`src/hw/rtl/linear_probe_key_set_defines.svh`:
```
// Assertion macros for the linear probe key set
`ifndef LINEAR_PROBE_KEY_SET_DEFINES_SVH
`define LINEAR_PROBE_KEY_SET_DEFINES_SVH
`ifndef SYNTHESIS
`define LPKS_ASSERT(label, clk, rst_n, prop, msg) \
	label: assert property (@(posedge clk) disable iff (!rst_n) prop) else $error(msg);
`define LPKS_ASSERT_NEXT(label, clk, rst_n, ante, cons, msg) \
	label: assert property (@(posedge clk) disable iff (!rst_n) (ante) |=> (cons)) else $error(msg);
`else
`define LPKS_ASSERT(label, clk, rst_n, prop, msg)
`define LPKS_ASSERT_NEXT(label, clk, rst_n, ante, cons, msg)
`endif
`endif

```
`src/hw/rtl/lpks_pkg.sv`:
```
// Shared types and constants of the linear probe key set
`default_nettype none
package lpks_pkg;
	localparam int unsigned TABLE_SLOTS_DEF = 512;
	localparam int unsigned MAX_KEYS_DEF = 341;
	localparam int unsigned KEY_W = 31;

	typedef enum logic {
		FUNC_QUERY = 1'b0,
		FUNC_ADD   = 1'b1
	} func_t;

	typedef struct packed {
		func_t            func;
		logic [KEY_W-1:0] key;
	} req_t;

	typedef struct packed {
		logic is_member;
		logic was_added;
		logic at_limit;
	} rsp_t;

	typedef struct packed {
		logic load;
		logic mod_step;
		logic read;
		logic advance;
		logic write;
		logic clear_step;
		logic out_load;
	} dp_cmd_t;

	typedef struct packed {
		logic mod_done;
		logic key_zero;
		logic add;
		logic hit;
		logic empty;
		logic room;
		logic last_probe;
		logic clear_last;
	} dp_status_t;
endpackage
`default_nettype wire

```
`src/hw/rtl/lpks_ctrl.sv`:
```
// Controller: table clearing, start-slot reduction and probe sequencing
`default_nettype none
`include "linear_probe_key_set_defines.svh"
module lpks_ctrl (
	input  wire logic                 clk,
	input  wire logic                 arst_n,
	input  wire logic                 req_valid,
	output logic                      req_stall,
	output logic                      rsp_valid,
	input  wire logic                 rsp_stall,
	input  wire lpks_pkg::dp_status_t st,
	output lpks_pkg::dp_cmd_t         cmd
);
	typedef enum logic [1:0] {
		S_CLEAR,
		S_IDLE,
		S_READ,
		S_CMP
	} state_t;

	state_t state_q;
	logic   rsp_valid_q;
	logic   out_free;
	logic   done;
	logic   add_ok;

	assign out_free = !rsp_valid_q || !rsp_stall;
	assign done = st.key_zero || st.hit || st.empty || st.last_probe;
	assign add_ok = !st.key_zero && !st.hit && st.empty && st.add && st.room;

	always_comb begin
		cmd = '0;
		unique case (state_q)
			S_CLEAR: begin
				cmd.clear_step = 1'b1;
			end
			S_IDLE: begin
				cmd.load = req_valid;
			end
			S_READ: begin
				cmd.read = st.mod_done;
				cmd.mod_step = !st.mod_done;
			end
			S_CMP: begin
				if (done) begin
					cmd.out_load = out_free;
					cmd.write = out_free && add_ok;
				end else begin
					cmd.advance = 1'b1;
				end
			end
			default: begin
				cmd = '0;
			end
		endcase
	end

	always_ff @(posedge clk or negedge arst_n) begin
		if (!arst_n) begin
			state_q <= S_CLEAR;
			rsp_valid_q <= 1'b0;
		end else begin
			unique case (state_q)
				S_CLEAR: begin
					if (st.clear_last) state_q <= S_IDLE;
				end
				S_IDLE: begin
					if (req_valid) state_q <= S_READ;
				end
				S_READ: begin
					if (st.mod_done) state_q <= S_CMP;
				end
				S_CMP: begin
					if (!done) begin
						state_q <= S_READ;
					end else if (out_free) begin
						state_q <= S_IDLE;
					end
				end
				default: begin
					state_q <= S_CLEAR;
				end
			endcase
			if (cmd.out_load) begin
				rsp_valid_q <= 1'b1;
			end else if (!rsp_stall) begin
				rsp_valid_q <= 1'b0;
			end
		end
	end

	assign req_stall = (state_q != S_IDLE);
	assign rsp_valid = rsp_valid_q;

	`LPKS_ASSERT(a_write_empty, clk, arst_n, cmd.write |-> (st.empty && !st.hit && !st.key_zero && st.room), "key written to an occupied slot or beyond the limit")
	`LPKS_ASSERT(a_probe_bound, clk, arst_n, cmd.advance |-> !st.last_probe, "probe ran past the slot count")
	`LPKS_ASSERT(a_clear_quiet, clk, arst_n, (state_q == S_CLEAR) |-> (!rsp_valid_q && !cmd.write), "result or write during the clearing pass")
	`LPKS_ASSERT_NEXT(a_write_result, clk, arst_n, cmd.write, (state_q == S_IDLE) && rsp_valid_q, "add finished without a result")
endmodule
`default_nettype wire

```
`config.mk`:
```
export PLATFORM = sky130hd
export DESIGN_NAME = lpks_ctrl
export DESIGN_NICKNAME = d
export VERILOG_FILES = /design/src/hw/rtl/lpks_pkg.sv /design/src/hw/rtl/lpks_ctrl.sv
export VERILOG_INCLUDE_DIRS = /design/src /design/src/hw/rtl
export SDC_FILE = /design/constraint.sdc
export NUM_CORES = 1
export LEC_CHECK = 0
export BUFFER_PORTS_ARGS = -buffer_cell sky130_fd_sc_hd__buf_2
export CAP_MARGIN = 20
export CORE_AREA = 2 2 39 41
export DETAILED_ROUTE_END_ITERATION = 10
export DIE_AREA = 0 0 41 43
export PLACE_DENSITY = 0.52
export SLEW_MARGIN = 15
export SYNTH_ARGS = -nofsm -noshare
export SYNTH_HDL_FRONTEND = slang
export SYNTH_SLANG_ARGS = --single-unit
```
`constraint.sdc`:
```
create_clock -name clk -period 1.8 [get_ports clk]
set_clock_uncertainty 0.2 [all_clocks]
set_input_delay 0.36 -clock clk [delete_from_list [all_inputs] [get_ports clk]]
set_output_delay 0.36 -clock clk [all_outputs]
set_load 0.02 [all_outputs]
```
# Yosys cells after proc, flatten, opt, wreduce, memory -nomap -nowiden
# Index checks and enable logic that the tools add are counted.
# op_classes
eq_ne	9
n_mux	16
n_reduce_logical	16
# op_table
op	count
$mux W2	7
$mux W1	8
$pmux W2 S4	1
$ne A2 B2 Y1 const B	3
$logic_and A1 B1 Y1	5
$logic_not A1 Y1	5
$eq A2 B2 Y1 const B	2
$logic_or A1 B1 Y1	4
$ne A2 B1 Y1 const B	2
$reduce_and A4 Y1	1
$ne A3 B3 Y1 const B	1
$eq A2 B1 Y1 const B	1
$logic_not A2 Y1	1
# totals
reg_bits	3
inputBits	12
out_inout_bits	9
elab_cells	43

# Logic depth before layout (Yosys ltp)
# logic_depth
depth_word	8
ltp_mapped	3
mapped_depth_nobuf	2

# Worst setup path after synthesis
# OpenSTA, ideal clock, no wires.
# synth_timing
kind	input -> output
startpoint	input st[4] (netlist bit)
endpoint	output cmd[2] (netlist bit)
arrival_time_ps	1726
required_time_ps	1240
slack_ps	-486
path_stages	2
path_buffers	0
path_cell_list	or4bb_2 -> nor4b_1
# synth_rtl
item	line	rtl
start, declared	lpks_ctrl.sv:11	input wire lpks_pkg::dp_status_t st,
end, declared	lpks_ctrl.sv:12	output lpks_pkg::dp_cmd_t cmd

==> impl_results.md <==
- Outcome: finished, violations left
- Failing checks: negative setup slack
- Synth top area share: 34.9%
- HP Start: rsp_stall
- Die width: 41 um
- Worst Hold Class: input port to flip-flop
- Final Critical Period: 1.93 ns
- Fin crit share: 107%
- Largest net degree at the start of global routing: 8
- Sequential cell area: 75.1 um^2
- Critical path startpoint: st[6]
- CTS Sinks: 3
- Die area: 1760 um^2
- DRC: 0
- Vias: 293
- Iteration count of the initial detailed-routing pass: 2
- Power Dens Cells: 1290 nW/um^2
- Syn Nets: 35
- DP Wirelength: 506 um
- Hold Vio Cnt, Final: 0
- Die span in y: 43 um
- Worst setup EP type: output port
- CTS tree: yes
- Core Rows: 14
- Drt initial violations: 3
- Fmax: 517 MHz
- CTS clk-pin slew, worst paths: 0.04 ns
- Dominant cell type by area after synthesis: dfrtp_1
- Crit Path Class: input port to output port
- Vias in the first global route: 240
- MaxCap Viol Count: 0
- Via density: 4.25
- Leak: 0.239 nW
- Routed len/inst: 9.39 um
- Clock Path Buffers: 2
- Cts bufs inserted: 3
- # diodes: 0
- Initial antenna violation count: 0
- Initial Util: 15.6%
- VDD IR max: 0.330 mV
- Critical Path Source Type: input port
- Async S/R FF share, synth: 100%
- CTS H-tree lvls: 1
- Ys Warns: 0
- Core ar.: 1380 um^2
- Area of the multi-input gates: 163 um^2
- Boundary Pins: 21
- First-pass GRT wire length: 952 um
- Total Nets Final: 66
- Area delta synth->final: 121%
- Post-DRT Antenna Nets: 0
- Routed WL: 648 um
- Max Slew Vio Count: 0
- RSZ-0062 raised after global routing: true
- Root Buffer: clkbuf_4
- Worst reg2reg startpoint: state_q[0]
- CP Max Fanout: 2
- Least-Margin Pin Slew: 0.254 ns
- Syn_area_per_cell: 9.36 um^2
- Setup ws final: -0.134 ns
- Top_reg_cell synth: dfrtp_1
- Clk Latency, worst-skew pair: 0.23 ns
- IO Port Bufs: 20
- Final setup vio count: 2
- Mapped Area: 215 um^2
- Relative slew slack: 83.0%
- Number of synthesized flops with an enable pin: 0
- Setup_tns: -0.224 ns
- Filler cell count in the final layout: 152
- Top post-synthesis cells by area: dfrtp_1 35%, mux4_2 10%, nor3b_1 7.0%, or4bb_2 5.8%, nor2_1 5.2%
- Required @ worst endpoint: 1.24 ns
- Share of cells above drive strength 1: 67.9%
- List of most frequent post-synthesis cells: 3 x dfrtp_1, 3 x nor2_1, 2 x inv_1, 2 x nand2_1, 2 x nor3b_1
- Seq cells post-synth: 3
- GRT Util Overall: 8.25%
- Worst hold slack: 0.222 ns
- Synth Instances: 23
- Global route overflow: 0
- Yosys cell types: 16
- Sequential cell area fraction in the yosys report: 34.9%
- CP arrival: 1.37 ns
- GPL Wtd Cong: 0.639
## power breakdown
part	internal (mW)	total (mW)	switching (mW)	leakage, nW
logic	0.161	0.372	0.211	0.190
clock network	0.0831	0.118	0.0354	0.0150
registers	0.102	0.122	0.0193	0.0343
total	0.347	0.612	0.266	0.239
## metal layers
metal	up-vias	wire length [um]	global-route usage (%)
met4	0	9	6.00
met3	2	58	3.14
met5	-	0	0
met1	131	243	10.0
met2	13	337	11.3
li1	147	-	-
## kinds of logic after synthesis
kind of cell	after synthesis	synth area share [%]
compound gates	3	8.72
flops	3	34.9
simple gates	13	40.7
mux	1	10.5
buf+inv	3	5.23
## critical path, cell delays in order
cell and delay (ns):
buf_6 0.09, or4bb_4 0.54, nor4b_4 0.21, buf_4 0.17
## flip-flops by register name, indices dropped and copies added, names as in the netlist
signal and count:
rsp_valid 1, state_q 2
## final cells by class
cell class              count  share of cell area [%]
repair buffers             27                    38.7
multi-input cells          17                    34.2
clock buffers               4                    5.53
well taps                  16                    4.21
flip-flops and latches      3                    15.8
inverters                   2                    1.58
## layout by cell type (no fill, tap or decap), types with 2 or more instances in the layout
master and n:
nor3b_1 2, buf_4 5, clkbuf_4 3, dfrtp_1 3, nor2_1 2, buf_2 16, buf_6 5, inv_1 2
## stage by stage
stage	utilization (%)	instance area, um^2	power, mW	cells	setup WS, ns
after detailed placement	27.9	387	0.478	63	-0.226
after CTS	32.7	453	0.616	69	-0.133
after global placement	27.9	387	0.475	63	-0.229
after global routing	34.4	475	0.659	69	-0.178
after floorplan	-	233	0.345	23	-0.0696
final	34.4	475	0.612	69	-0.134
## path summary, 6_finish.rpt
| path | end | slack [ns] | cells past startpoint |
|---|---|---|---|
| setup / recovery | cmd[2] | -0.13 | 4 |
| hold / removal | rsp_valid | 0.22 | 3 |
| setup reg to reg | state_q[0] | 0.47 | 2 |
| hold reg to reg | rsp_valid | 0.35 | 2 |
| max in group asynchronous | rsp_valid | 1.04 | 2 |
| min in group asynchronous | state_q[1] | 0.25 | 2 |
## timing repair
item	CTS	global route
endpoints found under the setup margin	2	4
endpoints found under the hold margin	3	0
pin swaps	4	2
resized for setup	6	5
hold buffers	1	0
setup buffers	1	0
No activity file was read; power rests on OpenSTA's default activity.
